===== src/sv/assert_macros.svh =====
// ---------------------------------------------------------------------------
// assert_macros.svh
// Concurrent assertion helpers, empty when SYNTHESIS is set.
// ---------------------------------------------------------------------------
`ifndef ASSERT_MACROS_SVH
`define ASSERT_MACROS_SVH

`ifndef SYNTHESIS

// expr must hold at every clock edge out of reset
`define DMDR_ASSERT_ALWAYS(label, clk, rst_n, expr) \
    label: assert property (@(posedge clk) disable iff (!rst_n) (expr)) \
        else $error("assertion failed: invariant");

// cons must hold on the edge after ante
`define DMDR_ASSERT_NEXT(label, clk, rst_n, ante, cons) \
    label: assert property (@(posedge clk) disable iff (!rst_n) (ante) |=> (cons)) \
        else $error("assertion failed: next-cycle check");

`else

`define DMDR_ASSERT_ALWAYS(label, clk, rst_n, expr)
`define DMDR_ASSERT_NEXT(label, clk, rst_n, ante, cons)

`endif

`endif


===== src/sv/dmdr_pkg.sv =====
// ---------------------------------------------------------------------------
// dmdr_pkg
// Shared codes, constants and types of the dual motor duty ramp.
// ---------------------------------------------------------------------------
`default_nettype none

package dmdr_pkg;

    localparam int DUTY_WIDTH_DEF = 10;
    localparam int CFG_WIDTH      = 10;
    localparam int REQ_WIDTH      = 16;
    localparam int DIR_WIDTH      = 2;
    localparam int OP_WIDTH       = 3;
    localparam int VALVE_WIDTH    = 8;

    localparam int DUTY_CAP_RST   = 1000;
    localparam int RAMP_STEP_RST  = 10;

    // valve mapping
    localparam int VALVE_MAX      = 100;
    localparam int VALVE_HALF     = 50;
    localparam int VALVE_SCALE    = 10;
    localparam int VALVE_OFFSET   = 500;

    localparam logic [OP_WIDTH-1:0] OP_SET_DUTY = 3'd0;
    localparam logic [OP_WIDTH-1:0] OP_STOP_ONE = 3'd1;
    localparam logic [OP_WIDTH-1:0] OP_STOP_ALL = 3'd2;
    localparam logic [OP_WIDTH-1:0] OP_TICK     = 3'd3;
    localparam logic [OP_WIDTH-1:0] OP_VALVE    = 3'd4;

    localparam logic [DIR_WIDTH-1:0] DIR_STOP    = 2'd0;
    localparam logic [DIR_WIDTH-1:0] DIR_FORWARD = 2'd1;

    localparam logic [1:0] REG_DUTY_CAP  = 2'd0;
    localparam logic [1:0] REG_RAMP_STEP = 2'd1;

    localparam logic MOTOR_A = 1'b0;
    localparam logic MOTOR_B = 1'b1;

    // per-motor command for one beat; at most one flag set
    typedef struct packed {
        logic load;
        logic halt;
        logic tick;
    } t_motor_cmd;

endpackage

`default_nettype wire


===== src/sv/dmdr_motor.sv =====
// ---------------------------------------------------------------------------
// dmdr_motor
// State and update of one motor: load, halt and ramp step.
// ---------------------------------------------------------------------------
`default_nettype none

`include "assert_macros.svh"

module dmdr_motor #(
    parameter int DUTY_WIDTH = dmdr_pkg::DUTY_WIDTH_DEF
) (
    input  wire                              i_clk,
    input  wire                              i_rst_n,
    input  wire                              i_en,
    input  wire dmdr_pkg::t_motor_cmd        i_cmd,
    input  wire [dmdr_pkg::REQ_WIDTH-1:0]    i_duty,
    input  wire [dmdr_pkg::DIR_WIDTH-1:0]    i_dir,
    input  wire [DUTY_WIDTH-1:0]             i_duty_cap,
    input  wire [DUTY_WIDTH-1:0]             i_ramp_step,
    output logic [DUTY_WIDTH-1:0]            o_cur,
    output logic [DUTY_WIDTH-1:0]            o_tgt,
    output logic [dmdr_pkg::DIR_WIDTH-1:0]   o_dir,
    output logic                             o_pin,
    output logic                             o_run
);

    logic [DUTY_WIDTH-1:0]          r_cur, n_cur;
    logic [DUTY_WIDTH-1:0]          r_tgt, n_tgt;
    logic [dmdr_pkg::DIR_WIDTH-1:0] r_dir, n_dir;
    logic                           r_pin, n_pin;
    logic                           r_run, n_run;

    logic [DUTY_WIDTH-1:0] clamped;
    logic [DUTY_WIDTH:0]   sum_up;
    logic [DUTY_WIDTH-1:0] gap_dn;

    always_comb begin
        clamped = (i_duty > dmdr_pkg::REQ_WIDTH'(i_duty_cap)) ? i_duty_cap
                                                              : i_duty[DUTY_WIDTH-1:0];
        sum_up  = {1'b0, r_cur} + {1'b0, i_ramp_step};
        gap_dn  = r_cur - r_tgt;

        n_cur = r_cur;
        n_tgt = r_tgt;
        n_dir = r_dir;
        n_pin = r_pin;
        n_run = r_run;

        if (i_cmd.load) begin
            n_tgt = clamped;
            n_dir = i_dir;
            n_run = (clamped != '0) && (i_dir != dmdr_pkg::DIR_STOP);
            n_pin = (i_dir != dmdr_pkg::DIR_FORWARD);
        end else if (i_cmd.halt) begin
            // pin keeps its last level
            n_tgt = '0;
            n_cur = '0;
            n_run = 1'b0;
            n_dir = dmdr_pkg::DIR_STOP;
        end else if (i_cmd.tick) begin
            if (r_cur < r_tgt) begin
                n_cur = (sum_up > {1'b0, r_tgt}) ? r_tgt : sum_up[DUTY_WIDTH-1:0];
            end else if (r_cur > r_tgt) begin
                // land on target rather than wrap below it
                n_cur = (i_ramp_step > gap_dn) ? r_tgt : r_cur - i_ramp_step;
            end
        end
    end

    always_ff @(posedge i_clk) begin
        if (!i_rst_n) begin
            r_cur <= '0;
            r_tgt <= '0;
            r_dir <= dmdr_pkg::DIR_STOP;
            r_pin <= 1'b0;
            r_run <= 1'b0;
        end else if (i_en) begin
            r_cur <= n_cur;
            r_tgt <= n_tgt;
            r_dir <= n_dir;
            r_pin <= n_pin;
            r_run <= n_run;
        end
    end

    // status after this beat's update
    assign o_cur = n_cur;
    assign o_tgt = n_tgt;
    assign o_dir = n_dir;
    assign o_pin = n_pin;
    assign o_run = n_run;

    `DMDR_ASSERT_NEXT(a_halt_zero, i_clk, i_rst_n, i_en && i_cmd.halt, r_cur == '0 && r_tgt == '0)
    `DMDR_ASSERT_NEXT(a_no_overshoot, i_clk, i_rst_n, i_en && i_cmd.tick && r_cur <= r_tgt, r_cur <= r_tgt)
    `DMDR_ASSERT_ALWAYS(a_run_consistent, i_clk, i_rst_n, !r_run || (r_tgt != '0 && r_dir != dmdr_pkg::DIR_STOP))
    `DMDR_ASSERT_NEXT(a_idle_hold, i_clk, i_rst_n, !i_en, r_cur == $past(r_cur) && r_tgt == $past(r_tgt))

endmodule

`default_nettype wire


===== src/sv/dual_motor_duty_ramp_core.sv =====
// ---------------------------------------------------------------------------
// dual_motor_duty_ramp_core
// Two-motor PWM duty ramp: command decode, per-motor update, status stream.
// ---------------------------------------------------------------------------
//  channel     dir  handshake                     content
//  s_axis      in   s_axis_tvalid/s_axis_tready   one command beat
//  m_axis      out  m_axis_tvalid/m_axis_tready   full status after that command
//  cfg         in   i_cfg_valid/o_cfg_ready       duty cap (0), ramp_step (1)
//
//  One beat per cycle sustained while m_axis is not stalled; each command passes
//  the input register, then the motor update into the status register.
//  Synchronous active-low reset: both motors stopped at zero duty,
//  duty cap 1000, ramp_step 10. No clearing pass.
//  A stalled m_axis holds both registers; s_axis_tready drops only when the
//  input register is full and the status register cannot move on.
// ---------------------------------------------------------------------------
`default_nettype none

module dual_motor_duty_ramp_core #(
    parameter int DUTY_WIDTH = dmdr_pkg::DUTY_WIDTH_DEF,
    localparam int OUT_BITS  = 4 * DUTY_WIDTH + 4 * dmdr_pkg::DIR_WIDTH,
    localparam int OUT_W     = ((OUT_BITS + 7) / 8) * 8
) (
    input  wire                              i_clk,
    input  wire                              i_rst_n,

    input  wire                              s_axis_tvalid,
    output logic                             s_axis_tready,
    // duty_request[15:0], direction_request[17:16], valve_position[25:18]
    input  wire [31:0]                       s_axis_tdata,
    // operation[2:0], motor_select[3]
    input  wire [7:0]                        s_axis_tuser,

    output logic                             m_axis_tvalid,
    input  wire                              m_axis_tready,
    // compare_a, compare_b, target_a, target_b (DUTY_WIDTH each),
    // direction_a, direction_b (2 each), dir_pin_a, dir_pin_b,
    // running_a, running_b, zero fill
    output logic [OUT_W-1:0]                 m_axis_tdata,

    input  wire                              i_cfg_valid,
    output logic                             o_cfg_ready,
    input  wire [1:0]                        i_cfg_index,
    input  wire [dmdr_pkg::CFG_WIDTH-1:0]    i_cfg_data
);

    localparam int RW = dmdr_pkg::REQ_WIDTH;
    localparam int DW = dmdr_pkg::DIR_WIDTH;

    // configuration
    logic [DUTY_WIDTH-1:0] r_duty_cap;
    logic [DUTY_WIDTH-1:0] r_ramp_step;

    assign o_cfg_ready = 1'b1;

    always_ff @(posedge i_clk) begin
        if (!i_rst_n) begin
            r_duty_cap  <= DUTY_WIDTH'(dmdr_pkg::DUTY_CAP_RST);
            r_ramp_step <= DUTY_WIDTH'(dmdr_pkg::RAMP_STEP_RST);
        end else if (i_cfg_valid) begin
            case (i_cfg_index)
                dmdr_pkg::REG_DUTY_CAP:  r_duty_cap  <= DUTY_WIDTH'(i_cfg_data);
                dmdr_pkg::REG_RAMP_STEP: r_ramp_step <= DUTY_WIDTH'(i_cfg_data);
                default: ;
            endcase
        end
    end

    // input register
    logic                              r_in_valid;
    logic [dmdr_pkg::OP_WIDTH-1:0]     r_op;
    logic                              r_sel;
    logic [RW-1:0]                     r_duty;
    logic [DW-1:0]                     r_dir;
    logic [dmdr_pkg::VALVE_WIDTH-1:0]  r_valve;
    logic                              advance;

    assign advance       = r_in_valid && (!m_axis_tvalid || m_axis_tready);
    assign s_axis_tready = !r_in_valid || advance;

    always_ff @(posedge i_clk) begin
        if (!i_rst_n) begin
            r_in_valid <= 1'b0;
        end else if (s_axis_tready) begin
            r_in_valid <= s_axis_tvalid;
        end
    end

    always_ff @(posedge i_clk) begin
        if (s_axis_tready && s_axis_tvalid) begin
            r_op    <= s_axis_tuser[2:0];
            r_sel   <= s_axis_tuser[3];
            r_duty  <= s_axis_tdata[15:0];
            r_dir   <= s_axis_tdata[17:16];
            r_valve <= s_axis_tdata[25:18];
        end
    end

    // command decode
    logic [6:0]            valve_pct;
    logic [9:0]            valve_scaled;
    logic                  valve_open;
    dmdr_pkg::t_motor_cmd  cmd_a, cmd_b;
    logic [RW-1:0]         duty_a, duty_b;
    logic [DW-1:0]         dir_a, dir_b;

    always_comb begin
        valve_pct    = (r_valve > 8'(dmdr_pkg::VALVE_MAX)) ? 7'(dmdr_pkg::VALVE_MAX)
                                                           : r_valve[6:0];
        valve_scaled = 10'(valve_pct) * 10'(dmdr_pkg::VALVE_SCALE);
        valve_open   = valve_pct > 7'(dmdr_pkg::VALVE_HALF);

        cmd_a  = '0;
        cmd_b  = '0;
        duty_a = r_duty;
        duty_b = r_duty;
        dir_a  = r_dir;
        dir_b  = r_dir;

        case (r_op)
            dmdr_pkg::OP_SET_DUTY: begin
                cmd_a.load = (r_sel == dmdr_pkg::MOTOR_A);
                cmd_b.load = (r_sel == dmdr_pkg::MOTOR_B);
            end
            dmdr_pkg::OP_STOP_ONE: begin
                cmd_a.halt = (r_sel == dmdr_pkg::MOTOR_A);
                cmd_b.halt = (r_sel == dmdr_pkg::MOTOR_B);
            end
            dmdr_pkg::OP_STOP_ALL: begin
                cmd_a.halt = 1'b1;
                cmd_b.halt = 1'b1;
            end
            dmdr_pkg::OP_TICK: begin
                cmd_a.tick = 1'b1;
                cmd_b.tick = 1'b1;
            end
            dmdr_pkg::OP_VALVE: begin
                // opening drives A forward, closing drives B forward
                cmd_a.load = 1'b1;
                cmd_b.load = 1'b1;
                if (valve_open) begin
                    duty_a = RW'(valve_scaled - 10'(dmdr_pkg::VALVE_OFFSET));
                    dir_a  = dmdr_pkg::DIR_FORWARD;
                    duty_b = '0;
                    dir_b  = dmdr_pkg::DIR_STOP;
                end else begin
                    duty_b = RW'(10'(dmdr_pkg::VALVE_OFFSET) - valve_scaled);
                    dir_b  = dmdr_pkg::DIR_FORWARD;
                    duty_a = '0;
                    dir_a  = dmdr_pkg::DIR_STOP;
                end
            end
            default: ;
        endcase
    end

    logic [DUTY_WIDTH-1:0] cur_a, cur_b, tgt_a, tgt_b;
    logic [DW-1:0]         sdir_a, sdir_b;
    logic                  pin_a, pin_b, run_a, run_b;

    dmdr_motor #(.DUTY_WIDTH(DUTY_WIDTH)) u_motor_a (
        .i_clk       (i_clk),
        .i_rst_n     (i_rst_n),
        .i_en        (advance),
        .i_cmd       (cmd_a),
        .i_duty      (duty_a),
        .i_dir       (dir_a),
        .i_duty_cap  (r_duty_cap),
        .i_ramp_step (r_ramp_step),
        .o_cur       (cur_a),
        .o_tgt       (tgt_a),
        .o_dir       (sdir_a),
        .o_pin       (pin_a),
        .o_run       (run_a)
    );

    dmdr_motor #(.DUTY_WIDTH(DUTY_WIDTH)) u_motor_b (
        .i_clk       (i_clk),
        .i_rst_n     (i_rst_n),
        .i_en        (advance),
        .i_cmd       (cmd_b),
        .i_duty      (duty_b),
        .i_dir       (dir_b),
        .i_duty_cap  (r_duty_cap),
        .i_ramp_step (r_ramp_step),
        .o_cur       (cur_b),
        .o_tgt       (tgt_b),
        .o_dir       (sdir_b),
        .o_pin       (pin_b),
        .o_run       (run_b)
    );

    // status register
    logic [OUT_BITS-1:0] status;

    assign status = {run_b, run_a, pin_b, pin_a, sdir_b, sdir_a, tgt_b, tgt_a, cur_b, cur_a};

    always_ff @(posedge i_clk) begin
        if (!i_rst_n) begin
            m_axis_tvalid <= 1'b0;
        end else if (advance) begin
            m_axis_tvalid <= 1'b1;
        end else if (m_axis_tready) begin
            m_axis_tvalid <= 1'b0;
        end
    end

    always_ff @(posedge i_clk) begin
        if (advance) begin
            m_axis_tdata <= OUT_W'(status);
        end
    end

endmodule

`default_nettype wire


===== config.mk =====
export PLATFORM = sky130hd
export DESIGN_NAME = dual_motor_duty_ramp_core
export DESIGN_NICKNAME = d
export VERILOG_FILES = /design/src/sv/dmdr_pkg.sv /design/src/sv/dmdr_motor.sv /design/src/sv/dual_motor_duty_ramp_core.sv
export VERILOG_INCLUDE_DIRS = /design/src /design/src/sv
export SDC_FILE = /design/constraint.sdc
export NUM_CORES = 1
export LEC_CHECK = 0
export CAP_MARGIN = 20
export CELL_PAD_IN_SITES_DETAIL_PLACEMENT = 1
export CELL_PAD_IN_SITES_GLOBAL_PLACEMENT = 1
export CORE_MARGIN = 10
export CORE_UTILIZATION = 25
export DETAILED_ROUTE_END_ITERATION = 10
export DONT_BUFFER_PORTS = 1
export PLACE_DENSITY_LB_ADDON = 0.05
export SLEW_MARGIN = 20
export SYNTH_ARGS = -nofsm -noshare
export SYNTH_HDL_FRONTEND = slang
export SYNTH_HIERARCHICAL = 1
export SYNTH_SLANG_ARGS = --single-unit

===== constraint.sdc =====
create_clock -name i_clk -period 10.28 [get_ports i_clk]
set_clock_uncertainty 0.1 [all_clocks]
set_input_delay 0.514 -clock i_clk [delete_from_list [all_inputs] [get_ports i_clk]]
set_output_delay 0.514 -clock i_clk [all_outputs]
set_load 0.02 [all_outputs]

## After elaboration in Yosys (flattened, before gate mapping)

Index checks and enable logic that the tools add are counted.

| cells by class | value |
|---|---|
| order comparisons | 12 |
| $add $sub $neg | 8 |
| bitwise logic cells | 1 |
| multiplexer cells | 46 |
| reduce and logical (&&, ||, !) cells | 17 |
| equality and inequality tests | 7 |
| $mul | 1 |

Operator list:

| operator | count |
|---|---|
| $mux 10 | 20 |
| $mux 16 | 4 |
| $gt 10x10->1 | 4 |
| $sub 10x10->10 | 4 |
| $gt 16x10->1 | 2 |
| $add 10x10->11 | 2 |
| $gt 11x10->1 | 2 |
| $lt 10x10->1 | 2 |
| $reduce_bool 10->1 | 2 |
| $mux 2 | 6 |
| $mux 1 | 11 |
| $sub 10x9->11 const B | 1 |
| $sub 9x10->11 const A | 1 |
| $mul 7x3->9 const B | 1 |
| $gt 8x7->1 const B | 1 |
| $pmux 1 s2 | 4 |
| $gt 7x6->1 const B | 1 |
| $mux 7 | 1 |
| $eq 3x2->1 const B | 2 |
| $reduce_bool 2->1 | 3 |
| $logic_and 1x1->1 | 4 |
| $ne 2x1->1 const B | 2 |
| $reduce_and 2->1 | 2 |
| $eq 3x1->1 const B | 1 |
| other kinds (7) | 9 |

| storage, ports and cells | value |
|---|---|
| logic and storage cells | 112 |
| register bits | 148 |
| bits of input ports | 57 |
| output and inout bits | 51 |

## Logic depth before layout (Yosys ltp)

Gate-level depths: netlist of run 1.

| depth | value |
|---|---|
| depth in word-level cells | 11 |
| gate-level depth with buffers | 23 |
| gate-level depth less buffers | 21 |

## Modules after synthesis

The synthesis of run 1 kept the hierarchy.

By module, submodules not included:

| module | cells each | area an instance (um^2) | times used | seq. area each (um^2) |
|---|---|---|---|---|
| dual_motor_duty_ramp_core | 327 | 4214.0 | 1 | 2782.7 |
| dmdr_motor (u_motor_a) | 578 | 4189.0 | 1 | 480.5 |
| dmdr_motor (u_motor_b) | 531 | 3854.9 | 1 | 480.5 |

## Worst setup path before layout of run 1

No wires, ideal clock.

| timing | value |
|---|---|
| path type | register -> register |
| from | register r_valve[3] in the netlist's numbering |
| to | register m_axis_tdata[30] (data pin) |
| data arrival time | 4640 ps |
| path slack | 5282 ps |
| stages on the path, launching flop included | 21 |
| period minus slack after synthesis | 4998 ps |
| setup time | 258 ps |
| path through | edfxtp_1 -> buf_6 -> o311a_4 -> or3_2 -> ha_1 -> ha_1 -> fa_1 -> nand2_1 -> or2_1 -> nor4_2 -> xnor2_1 -> o21ai_0 -> ha_1 -> o21ai_0 -> nand2b_1 -> a31oi_1 -> o21ai_0 -> clkbuf_1 -> nor2_1 -> a31oi_1 -> nand2_1 |

| between the ends | value |
|---|---|
| longest elaborated chain between the ends | 9 |

RTL lines:

| what | RTL line | RTL |
|---|---|---|
| start, declared | dual_motor_duty_ramp_core.sv:75 | `logic [dmdr_pkg::VALVE_WIDTH-1:0] r_valve;` |
| start signal, assigned | dual_motor_duty_ramp_core.sv:95 | `r_valve <= s_axis_tdata[25:18];` |
| $gt 8x7->1 | dual_motor_duty_ramp_core.sv:108 | `valve_pct = (r_valve > 8'(dmdr_pkg::VALVE_MAX)) ? 7'(dmdr_pkg::VALVE_MAX)` |
| $mux 7 (*) | dual_motor_duty_ramp_core.sv:108 |  |
| $mul 7x3->9 | dual_motor_duty_ramp_core.sv:110 | `valve_scaled = 10'(valve_pct) * 10'(dmdr_pkg::VALVE_SCALE);` |
| $sub 9x10->11 | dual_motor_duty_ramp_core.sv:147 | `duty_b = RW'(10'(dmdr_pkg::VALVE_OFFSET) - valve_scaled);` |
| $mux 16 (*) | dual_motor_duty_ramp_core.sv:141 | `if (valve_open) begin` |
| $mux 16 (*) | dual_motor_duty_ramp_core.sv:120 | `case (r_op)` |
| via duty_b[8] | dual_motor_duty_ramp_core.sv:104 | `logic [RW-1:0] duty_a, duty_b;` |
| $gt 16x10->1 (*) | dmdr_motor.sv:38 | `clamped = (i_duty > dmdr_pkg::REQ_WIDTH'(i_duty_cap)) ? i_duty_cap` |
| $mux 10 (*) | dmdr_motor.sv:38 |  |
| $mux 10 (*) | dmdr_motor.sv:49 | `if (i_cmd.load) begin` |
| via tgt_b[0] | dual_motor_duty_ramp_core.sv:157 | `logic [DUTY_WIDTH-1:0] cur_a, cur_b, tgt_a, tgt_b;` |
| end signal, assigned | dual_motor_duty_ramp_core.sv:210 | `m_axis_tdata <= OUT_W'(status);` |
| end, declared | dual_motor_duty_ramp_core.sv:39 | `output logic [OUT_W-1:0] m_axis_tdata,` |

The timed path passes the listed nets; every way through them passes the cells marked *.
A chain may end at the register's enable or synchronous reset.

## Worst setup path in the final report of run 1

| timing | value |
|---|---|
| from | register r_valve[3] in the netlist's numbering |
| to | register u_motor_a.r_run |

| between the ends | value |
|---|---|
| longest elaborated chain between the ends | 11 |

RTL lines:

| what | RTL line | RTL |
|---|---|---|
| $gt 8x7->1 | dual_motor_duty_ramp_core.sv:108 |  |
| $mux 7 (*) | dual_motor_duty_ramp_core.sv:108 |  |
| $mul 7x3->9 | dual_motor_duty_ramp_core.sv:110 |  |
| $sub 10x9->11 | dual_motor_duty_ramp_core.sv:142 | `duty_a = RW'(valve_scaled - 10'(dmdr_pkg::VALVE_OFFSET));` |
| $mux 16 (*) | dual_motor_duty_ramp_core.sv:141 |  |
| $mux 16 (*) | dual_motor_duty_ramp_core.sv:120 |  |
| via duty_a[9] | dual_motor_duty_ramp_core.sv:104 |  |
| $gt 16x10->1 | dmdr_motor.sv:38 |  |
| $mux 10 (*) | dmdr_motor.sv:38 |  |
| $reduce_bool 10->1 (*) | dmdr_motor.sv:52 | `n_run = (clamped != '0) && (i_dir != dmdr_pkg::DIR_STOP);` |
| $logic_and 1x1->1 (*) | dmdr_motor.sv:52 |  |
| $mux 1 (*) | dmdr_motor.sv:49 |  |
| end signal, assigned | dmdr_motor.sv:82 | `r_run <= n_run;` |
| end, declared | dmdr_motor.sv:31 | `logic r_run, n_run;` |

Marks and branches as above.

==> results.md, run 1 <==
- Status: finished clean
- R2r startpoint: r_valve[3]
- Clock Latency Late Sink: 0.50 ns
- FF-to-FF End: u_motor_a/r_run
- Total Nets Final: 1630
- Post-Synthesis Cell Area: 12300 um2
- Global-route wire length before repair: 72500 um
- Crit path buffers/inverters: 1
- RSZ-0062 raised after global routing: no
- Routed Antenna Nets: 0
- Residual DRC: 0
- Max VDD drop: 0.118 mV
- Post-synth EDFFs: 78
- Die width: 241 um
- Post-Syn Nets: 1626
- Slew of the pin with the lowest slew margin: 1.02 ns
- DR pass1 iterations: 4
- PD cells: 132 nW/um2
- Clock buffer depth: 2
- Yosys cell types: 95
- Cts bufs inserted: 17
- Critical path data arrival time: 6.59 ns
- Core area: 48700 um2
- FF-to-FF setup slack: 3.99 ns
- Top cell family by delay on the critical path: simple AND/OR/NAND/NOR gates
- Setup ws final: 3.99 ns
- Critical Path Source: r_valve[3]
- Final setup TNS: 0 ns
- Worst path depth: 18
- Crit path top cell by count: nor2_1
- 1st-iter DRT viols: 647
- IO buf count: 0
- Vias/cell: 5.13
- Leakage: 5.52 nW
- Total of max-cap violations: 0
- Fmax: 159 MHz
- Vias: 10900
- Wirelength, routed: 48200 um
- Syn Area/Cell: 8.54 um2
- Crit path capture: u_motor_a/r_run
- Row count: 81
- Tot Pwr: 1.84 mW
- Final Slew Violations: 0
- Ys flop type: edfxtp_1
- Setup Fix Bufs, Post-CTS: 0
- Register bit total from synthesis: 148
- Gr ovfl total: 0
- Number of global-route vias before repair: 11000
- Boundary pin count: 108
- CP required: 10.57 ns
- ANT cells: 0
- Fillers: 5710
- Asr flop ratio synth: 0
- Sequential share of the synthesized area: 0.305
- Initial Util: 0.251
- Startpoint class of the critical path: flip-flop
- Layout area overhead: 13.1%
- Post-placement worst setup slack: 4.01 ns
- Largest net degree at the start of global routing: 53
- Synth Warn #: 6
- Share of layout cells above drive strength 1: 0.0709
- Die area: 58300 um2
- CP Max Fanout: 12
- GR Util All Layers: 0.168
- Syn Inst Count: 1436
- Routability cong.: 0.811
- CP cell instances: o311a_4, nor2_1, nand2_1, inv_2, and2_1, ha_1, a211oi_2, nor2_1, nor4_1, a211o_2, o211ai_1, ha_1, nand3_1, nor3_1, a31oi_1, nor2_1, nor2_1, a211oi_1
- Final min period: 6.29 ns
- Final period util: 0.612
- Critical path type: reg -> reg
- CTS Sinks: 148
- Slowest stage cell, crit path: nor4_1
- Delay of the slowest critical-path stage: 0.75 ns
- CTS tree: built
- WL per Instance: 22.8 um
- Initial antenna violation count: 2
- DPL Wire Length: 37400 um
- CP Capture Type: flip-flop
- R2r worst-path depth: 18
- Final hold violations: 0
- Die height: 241 um
- Clock root cell: clkbuf_16
- Clk pin slew, worst setup/hold paths: 0.07 ns
- Max transition margin: 0.317
- Hold WC Path Type: in -> reg
- Fin util: 0.284
- Htree depth: 4
- Setup violators final: 0
-- report_power, final --
group          switching (mW)  internal (mW)
logic                   0.307          0.181
clock network           0.312          0.343
registers              0.0414          0.653
-- cell usage in the layout (no fill, tap or decap), drive strengths merged, types with 12 or more instances in the layout --
cell type    instances
nand4               40
nand3               26
nand2              163
and3                12
ha                 126
dlygate4sd3         31
mux2i               29
nor3                25
or2                 13
o211ai              33
buf                 19
nor2                82
clkbuf              17
a21oi               65
nand2b              29
a211oi              22
edfxtp              78
nor4                15
a21o                21
nor2b               32
xnor2               30
o311ai              14
o21a                17
xor2                17
inv                117
o21ai              104
and2                12
dfxtp               70
or3                 18
a31oi               29
-- layer usage --
| metal | vias up | routed length [um] | global-route usage |
|---|---|---|---|
| met5 | - | 0 | 0 |
| met1 | 5363 | 24700 | 0.235 |
| li1 | 5296 | - | - |
| met4 | 0 | 733 | 0.0476 |
| met3 | 37 | 1720 | 0.0346 |
| met2 | 158 | 21000 | 0.256 |
-- through the flow --
stage / hold slack (ns) / instance area (um2) / std cells
6_report: 0.0475 / 13900 / 2117
3_5_place_dp: 0.416 / 13000 / 2054
5_1_grt: 0.0185 / 13900 / 2117
4_1_cts: 0.00742 / 13900 / 2117
2_1_floorplan: 0.375 / 12300 / 1436
3_3_place_gp: 0.398 / 13000 / 2054
-- synthesized netlist by cell type (all sizes together) (7+ instances only) --
| cell | n | area, um2 |
|---|---|---|
| a211oi | 22 | 175 |
| a21boi | 8 | 60.1 |
| a21o | 21 | 158 |
| a21oi | 65 | 333 |
| a22o | 8 | 72.6 |
| a31oi | 29 | 181 |
| and2 | 12 | 75.1 |
| and3 | 12 | 76.3 |
| buf | 17 | 104 |
| clkbuf | 48 | 181 |
| dfxtp | 70 | 1400 |
| edfxtp | 78 | 2340 |
| fa | 7 | 140 |
| ha | 126 | 1580 |
| inv | 110 | 413 |
| mux2 | 11 | 131 |
| mux2i | 29 | 290 |
| nand2 | 163 | 612 |
| nand2b | 29 | 181 |
| nand3 | 26 | 130 |
| nand4 | 40 | 250 |
| nor2 | 82 | 308 |
| nor2b | 32 | 200 |
| nor3 | 25 | 125 |
| nor4 | 15 | 121 |
| o211ai | 33 | 248 |
| o21a | 17 | 128 |
| o21ai | 104 | 528 |
| o221ai | 7 | 61.3 |
| o311ai | 14 | 123 |
| or2 | 13 | 81.3 |
| or3 | 18 | 114 |
| or4 | 9 | 67.6 |
| xnor2 | 30 | 263 |
| xor2 | 17 | 149 |
-- kinds of logic (layout without fill, tap and decap cells) --
group | Yosys count | count (layout) | synth area share
flops | 148 | 148 | 0.305
mux | 40 | 40 | 0.0344
other cells | 1 | 1 | 0.000306
xor+xnor | 47 | 47 | 0.0336
simple gates | 496 | 496 | 0.204
compound gates | 396 | 396 | 0.225
buf+inv | 175 | 192 | 0.0570
fa+ha+maj | 133 | 133 | 0.140
-- timing repair --
item / CTS / global route
hold buffers: 31 / 0
endpoints found under the hold margin: 38 / 0
gates resized for setup: 0 / 0
-- worst min-delay path by stage --
stage / startpoint / end / slack (ns) / cells past startpoint
6_report: i_rst_n / u_motor_a/r_dir[0] / 0.05 / 1
2_1_floorplan: u_motor_a/r_tgt[9] / u_motor_a/r_tgt[9] / 0.38 / 2
5_1_grt: i_rst_n / u_motor_a/r_dir[0] / 0.02 / 1
3_3_place_gp: u_motor_b/r_pin / u_motor_b/r_pin / 0.40 / 2
4_1_cts: i_cfg_data[1] / r_ramp_step[1] / 0.007 / 2
3_5_place_dp: u_motor_b/r_pin / u_motor_b/r_pin / 0.42 / 2
-- final cells by class --
type	count	area (um2)	share of cell area
repair buffers	50	453	0.0327
multi-input cells	1113	7840	0.565
clock inverters	15	163	0.0117
inverters	110	413	0.0298
clock buffers	17	425	0.0307
flip-flops and latches	148	3740	0.270
well taps	664	831	0.0599
-- registers in the layout (all words and copies together), names as in the netlist, 2 cells and up --
register	flops
u_motor_b/r_tgt	10
r_ramp_step	10
r_dir	2
m_axis_tdata	48
r_duty	16
u_motor_b/r_dir	2
r_op	3
r_valve	8
r_duty_cap	10
u_motor_a/r_tgt	10
u_motor_b/r_cur	10
u_motor_a/r_dir	2
u_motor_a/r_cur	10
Power figures use the tool's default switching activity.
==> run 2: changes to the inputs <==
==> constraint.sdc (replaced) <==
create_clock -name i_clk -period 5.5 [get_ports i_clk]
set_clock_uncertainty 0.1 [all_clocks]
set_input_delay 0.275 -clock i_clk [delete_from_list [all_inputs] [get_ports i_clk]]
set_output_delay 0.275 -clock i_clk [all_outputs]
set_load 0.02 [all_outputs]
==> results.md, run 2 (same netlist as run 1, synthesis figures left out) <==
- Routability cong.: 0.830 (+2.4%)
- Clock root cell: clkbuf_16
- Setup violators final: 0 (unchanged)
- Layout area overhead: 17.9%
- PD cells: 243 nW/um2 (+83%)
- Slowest stage cell, crit path: o311a_4
- Residual DRC: 0 (unchanged)
- Clock buffer depth: 2 (unchanged)
- Worst Hold Launch: i_rst_n
- Register Area: 3740 um2 (unchanged)
- Final hold violations: 0 (unchanged)
- Boundary pin count: 108 (unchanged)
- Most frequent cells in the layout: nand2_1, ha_1, inv_1
- Clock Latency Late Sink: 0.48 ns (-0.02 ns)
- DPL Wire Length: 38700 um (+3.7%)
- Slew of the pin with the lowest slew margin: 1.01 ns (-0.00970 ns)
- Final Slew Violations: 0 (unchanged)
- Placement-stage cell area: 13300 um2 (+2.7%)
- Startpoint class of the critical path: flip-flop
- DR pass1 iterations: 5 (+1)
- Die width: 241 um (unchanged)
- CP Max Fanout: 7 (-5)
- Leakage: 5.82 nW (+5.5%)
- Cts bufs inserted: 17 (unchanged)
- FF-to-FF setup slack: 0.32 ns (-3.67 ns)
- Die area: 58300 um2 (unchanged)
- CP cell instances: o311a_4, or3_2, ha_1, ha_1, fa_1, xnor2_1, or2_4, nor2_1, a211o_2, o211ai_1, ha_1, a21oi_1, nand2_1, nor3_1, o21a_1, buf_4, o211ai_1, o311ai_0
- Share of layout cells above drive strength 1: 0.0986 (+0.0277)
- Vias/cell: 5.08 (-0.98%)
- Commonest non-fill, non-tap cell in the layout: nand2_1
- Htree depth: 4 (unchanged)
- Total Nets Final: 1688 (+3.6%)
- CP required: 5.58 ns (-4.99 ns)
- Critical path type: reg -> reg
- WL per Instance: 22.8 um (+0.14%)
- Hold EP: u_motor_b/r_cur[8]
- Final setup TNS: 0 ns (unchanged)
- Initial Util: 0.251 (unchanged)
- Vias: 11100 (+1.8%)
- Core area: 48700 um2 (unchanged)
- Max reg flops: 48 (unchanged)
- GR Util All Layers: 0.173 (+0.00451)
- R2r worst-path depth: 18 (unchanged)
- Fmax: 193 MHz (+21%)
- Largest net degree at the start of global routing: 53 (unchanged)
- Max transition margin: 0.322 (+0.00502)
- Crit path top cell by count: ha_1
- Biggest regs: m_axis_tdata (48), r_duty (16)
- CTS Sinks: 148 (unchanged)
- Gr ovfl total: 0 (unchanged)
- CTS tree: built
- Fin area: 14500 um2 (+4.3%)
- Total of max-cap violations: 0 (unchanged)
- Routed Antenna Nets: 0 (unchanged)
- IO buf count: 0 (unchanged)
- Final period util: 0.942 (+0.330)
- Wirelength, routed: 49600 um (+3.0%)
- Initial antenna violation count: 1 (-1)
- CP Capture Type: flip-flop
- Hold WC Path Type: in -> reg
- Die height: 241 um (unchanged)
- Critical path data arrival time: 5.26 ns (-1.33 ns)
- Delay of the slowest critical-path stage: 0.43 ns (-0.32 ns)
- Max VDD drop: 0.233 mV (+97%)
- Row count: 81 (unchanged)
- R2r startpoint: r_valve[3]
- Biggest register: m_axis_tdata
- Tot Pwr: 3.51 mW (+91%)
- Final hold slack: 0.0732 ns (+0.0257 ns)
- Hold Crit Depth: 2 (+1)
- Number of global-route vias before repair: 11300 (+2.5%)
- Clk pin slew, worst setup/hold paths: 0.07 ns (about the same)
- Multi-input gate area: 7870 um2 (+0.41%)
- Final min period: 5.18 ns (-1.11 ns)
- Global-route wire length before repair: 74600 um (+3.0%)
- RSZ-0062 raised after global routing: no
- Status: finished clean
- Fillers: 5654 (-0.98%)
- 1st-iter DRT viols: 565 (-13%)
- FF-to-FF End: m_axis_tdata[27]
## run 2: cell count changes in the layout (fill, tap and decap cells not counted), sizes merged
cell and delta:
diode +2, buf +43, clkinvlp +2, dlygate4sd3 +15
bufinv +1, clkinv -4, clkbuf +1
## run 2: through the flow
step | std cells | setup slack, ns | util
3_3_place_gp | 2095 | 0.151 | 0.273
5_1_grt | 2175 | 0.00973 | 0.296
4_1_cts | 2174 | 0.0311 | 0.296
3_5_place_dp | 2095 | 0.0847 | 0.273
2_1_floorplan | 1436 | 0.502 | -
6_report | 2177 | 0.318 | 0.297
## run 2: worst max path at each step
| stage | cells after the start | from | end |
|---|---|---|---|
| floorplan | 20 | r_valve[3] | m_axis_tdata[30] |
| global placement | 18 | r_valve[3] | u_motor_a/r_tgt[0] |
| detailed placement | 18 | r_valve[3] | u_motor_a/r_tgt[1] |
| CTS | 18 | r_valve[3] | u_motor_a/r_tgt[3] |
| global route | 19 | r_valve[3] | m_axis_tdata[31] |
| finish | 18 | r_valve[3] | m_axis_tdata[27] |
## run 2: cell type report
cell class                      count  area share
Clock buffer                       18      0.0297
Inverter                          110      0.0286
Tap cell                          664      0.0575
Sequential cell                   148       0.259
Timing Repair Buffer              108      0.0689
Clock inverter                     14      0.0116
Multi-Input combinational cell   1113       0.544
Antenna cell                        2    0.000346
## run 2: metal layers
metal	track usage	up-vias	routed length (um)
met3	0.0339	33	1670
li1	-	5406	-
met2	0.266	173	22100
met5	0	-	0
met4	0.0465	0	700
met1	0.241	5440	25200
## run 2: power by group
part	switching (mW)	internal [mW]	total [mW]	leakage (nW)
clock	0.558	0.681	1.24	0.280
combinational	0.598	0.378	0.976	4.22
sequential	0.0717	1.22	1.29	1.32
total	1.23	2.28	3.51	5.82
## run 2: what timing repair did
| item | 4_1_cts | 5_1_grt |
|---|---|---|
| buffers inserted | 0 | 1 |
| hold endpoints to repair | 81 | 0 |
| setup endpoints to repair | 0 | 36 |
| hold buffers | 47 | 0 |
| resized for setup | 0 | 7 |
## run 2: critical path, delay by kind of cell (launching register included)
| kind | cells | cell delay (ns) |
|---|---|---|
| AO/OA/AOI/OAI | 7 | 1.60 |
| AND/OR/NAND/NOR | 5 | 1.24 |
| adder cells (fa/ha/maj) | 4 | 1.17 |
| flip-flops | 1 | 0.41 |
| XOR/XNOR | 1 | 0.18 |
| buffers and inverters | 1 | 0.18 |
==> run 3: changes to the inputs <==
--- a/config.mk
+++ b/config.mk
@@ -6,11 +6,12 @@
 export SDC_FILE = /design/constraint.sdc
 export NUM_CORES = 1
 export LEC_CHECK = 0
+export ABC_CLOCK_PERIOD_IN_PS = 5500
 export CAP_MARGIN = 20
 export CELL_PAD_IN_SITES_DETAIL_PLACEMENT = 1
 export CELL_PAD_IN_SITES_GLOBAL_PLACEMENT = 1
 export CORE_MARGIN = 10
-export CORE_UTILIZATION = 25
+export CORE_UTILIZATION = 36
 export DETAILED_ROUTE_END_ITERATION = 10
 export DONT_BUFFER_PORTS = 1
 export PLACE_DENSITY_LB_ADDON = 0.05
==> results.md, run 3 (same netlist as run 1, synthesis figures left out) <==
- Clk pin slew, worst setup/hold paths: 0.07 ns (about the same)
- CP Capture Type: flip-flop
- Wirelength, routed: 44600 um (-10%)
- Final Slew Violations: 0 (unchanged)
- Die height: 205 um (-15%)
- Final hold violations: 0 (unchanged)
- Final period util: 0.950 (+0.00780)
- Max transition margin: 0.323 (about the same)
- Setup ws final: 0.275 ns (-0.0429 ns)
- Startpoint class of the critical path: flip-flop
- Setup violators final: 0 (unchanged)
- Clock Latency Late Sink: 0.45 ns (-0.03 ns)
- DPL Wire Length: 34100 um (-12%)
- Htree depth: 4 (unchanged)
- Global-route wire length before repair: 69100 um (-7.4%)
- 1st-iter DRT viols: 709 (+25%)
- Clock root cell: clkbuf_16
- GR Util All Layers: 0.214 (+0.0416)
- CTS Sinks: 148 (unchanged)
- Post-placement worst setup slack: 0.0286 ns (-0.0560 ns)
- Die area: 41800 um2 (-28%)
- Fmax: 191 MHz (-0.82%)
- Vias/cell: 5.73 (+13%)
- Tot Pwr: 3.40 mW (-3.1%)
- Layout area overhead: 13.8%
- Initial Util: 0.366 (+0.114)
- Max VDD drop: 0.239 mV (+2.5%)
- Most frequent cells in the layout: nand2_1, ha_1, inv_1
- CTS tree: built
- Max reg flops: 48 (unchanged)
- Routed Antenna Nets: 0 (unchanged)
- CP required: 5.60 ns (+0.02 ns)
- Core area: 33500 um2 (-31%)
- Leakage: 5.69 nW (-2.3%)
- Hold WC Path Type: in -> reg
- WL per Instance: 23.0 um (+1.0%)
- Residual DRC: 0 (unchanged)
- Largest net degree at the start of global routing: 53 (unchanged)
- Vias: 11100 (+0.41%)
- Total Nets Final: 1663 (-1.5%)
- Cts bufs inserted: 17 (unchanged)
- Fin util: 0.416 (+0.120)
- PD cells: 244 nW/um2 (+0.40%)
- Initial antenna violation count: 2 (+1)
- Final setup TNS: 0 ns (unchanged)
- Row count: 67 (-17%)
- FF-to-FF setup slack: 0.28 ns (-0.04 ns)
- Die width: 205 um (-15%)
- RSZ-0062 raised after global routing: yes
- Commonest non-fill, non-tap cell in the layout: nand2_1
- Biggest regs: m_axis_tdata (48), r_duty (16)
- CP Max Fanout: 22 (+15)
- Routability cong.: 0.915 (+10%)
- Gr ovfl total: 0 (unchanged)
- Biggest register: m_axis_tdata
- Final min period: 5.22 ns (+0.0429 ns)
- Number of global-route vias before repair: 11400 (+0.60%)
- Critical path data arrival time: 5.32 ns (+0.06 ns)
- Share of layout cells above drive strength 1: 0.0915 (-0.00709)
- Clock buffer depth: 2 (unchanged)
- IO buf count: 0 (unchanged)
- Status: finished clean
- Critical path type: reg -> reg
- DR pass1 iterations: 5 (unchanged)
- Boundary pin count: 108 (unchanged)
- Slew of the pin with the lowest slew margin: 1.02 ns (+0.0105 ns)
- Total of max-cap violations: 0 (unchanged)
- Fillers: 3951 (-30%)
## run 3: changes by cell type in the layout (fill, tap and decap cells not counted), sizes merged, moves of 2 or more
| cell | before | now |
|---|---|---|
| clkinv | 1 | 8 |
| dlygate4sd3 | 46 | 42 |
| buf | 62 | 41 |
| bufinv | 2 | 0 |
| diode | 2 | 4 |
| clkinvlp | 4 | 1 |
## run 3: critical path, stage by stage, from the launching register on
cell      delay [ns]
edfxtp_1        0.40
o311a_4         0.43
or3_2           0.42
ha_1            0.21
ha_1            0.22
fa_1            0.57
nand2_1         0.10
or2_1           0.34
nor2_2          0.21
xor2_1          0.09
o21ai_0         0.40
ha_1            0.33
nand4_1         0.09
nor3_1          0.05
a31oi_1         0.21
or2_0           0.14
buf_4           0.26
nand3_1         0.13
a32o_1          0.29
## run 3: repair_timing
| item | 4_1_cts | 5_1_grt |
|---|---|---|
| endpoints found under the hold margin | 81 | 0 |
| setup endpoints to repair | 0 | 41 |
| gates resized for setup | 0 | 16 |
| hold buffers | 43 | 0 |
| buffers inserted | 0 | 0 |
## run 3: path summary, 6_finish.rpt
check	from	end	depth (start not counted)
max	r_valve[3]	m_axis_tdata[46]	18
min	m_axis_tready	m_axis_tvalid	2
max reg2reg	r_valve[3]	m_axis_tdata[46]	18
min reg2reg	u_motor_a/r_tgt[9]	u_motor_a/r_tgt[9]	2
## run 3: per-layer routing
layer  vias to the layer above  global-route usage  wire length (um)  share of wire
met2                       255               0.341             20300           0.46
met4                         0              0.0545               620          0.014
li1                       5357                   -                 -              -
met5                         -                   0                 0              0
met1                      5451               0.294             21600           0.48
met3                        34              0.0360              2120          0.048
## run 3: cell type report
type                       instances  area (um2)  share of cell area
sequential                       148        3740               0.268
timing repair buffer              83         764              0.0548
antenna                            4        10.0            0.000717
inverter                         110         413              0.0296
clock buffer                      17         425              0.0305
tap                              448         561              0.0402
clock inverter                    15         146              0.0105
multi-input combinational       1113        7890               0.565
## run 3: where the power goes
group,switching [mW],internal [mW],total [mW]
sequential,0.0727,1.22,1.29
combinational,0.575,0.364,0.939
clock,0.568,0.599,1.17
## run 3: through the flow
stage,cells,area [um2],hold slack [ns]
detailed placement,1859,12900,0.272
CTS,1934,13900,0.000144
global route,1935,13900,0.0347
finish,1938,14000,0.0320
floorplan,1436,12300,0.274
global placement,1859,12900,0.271
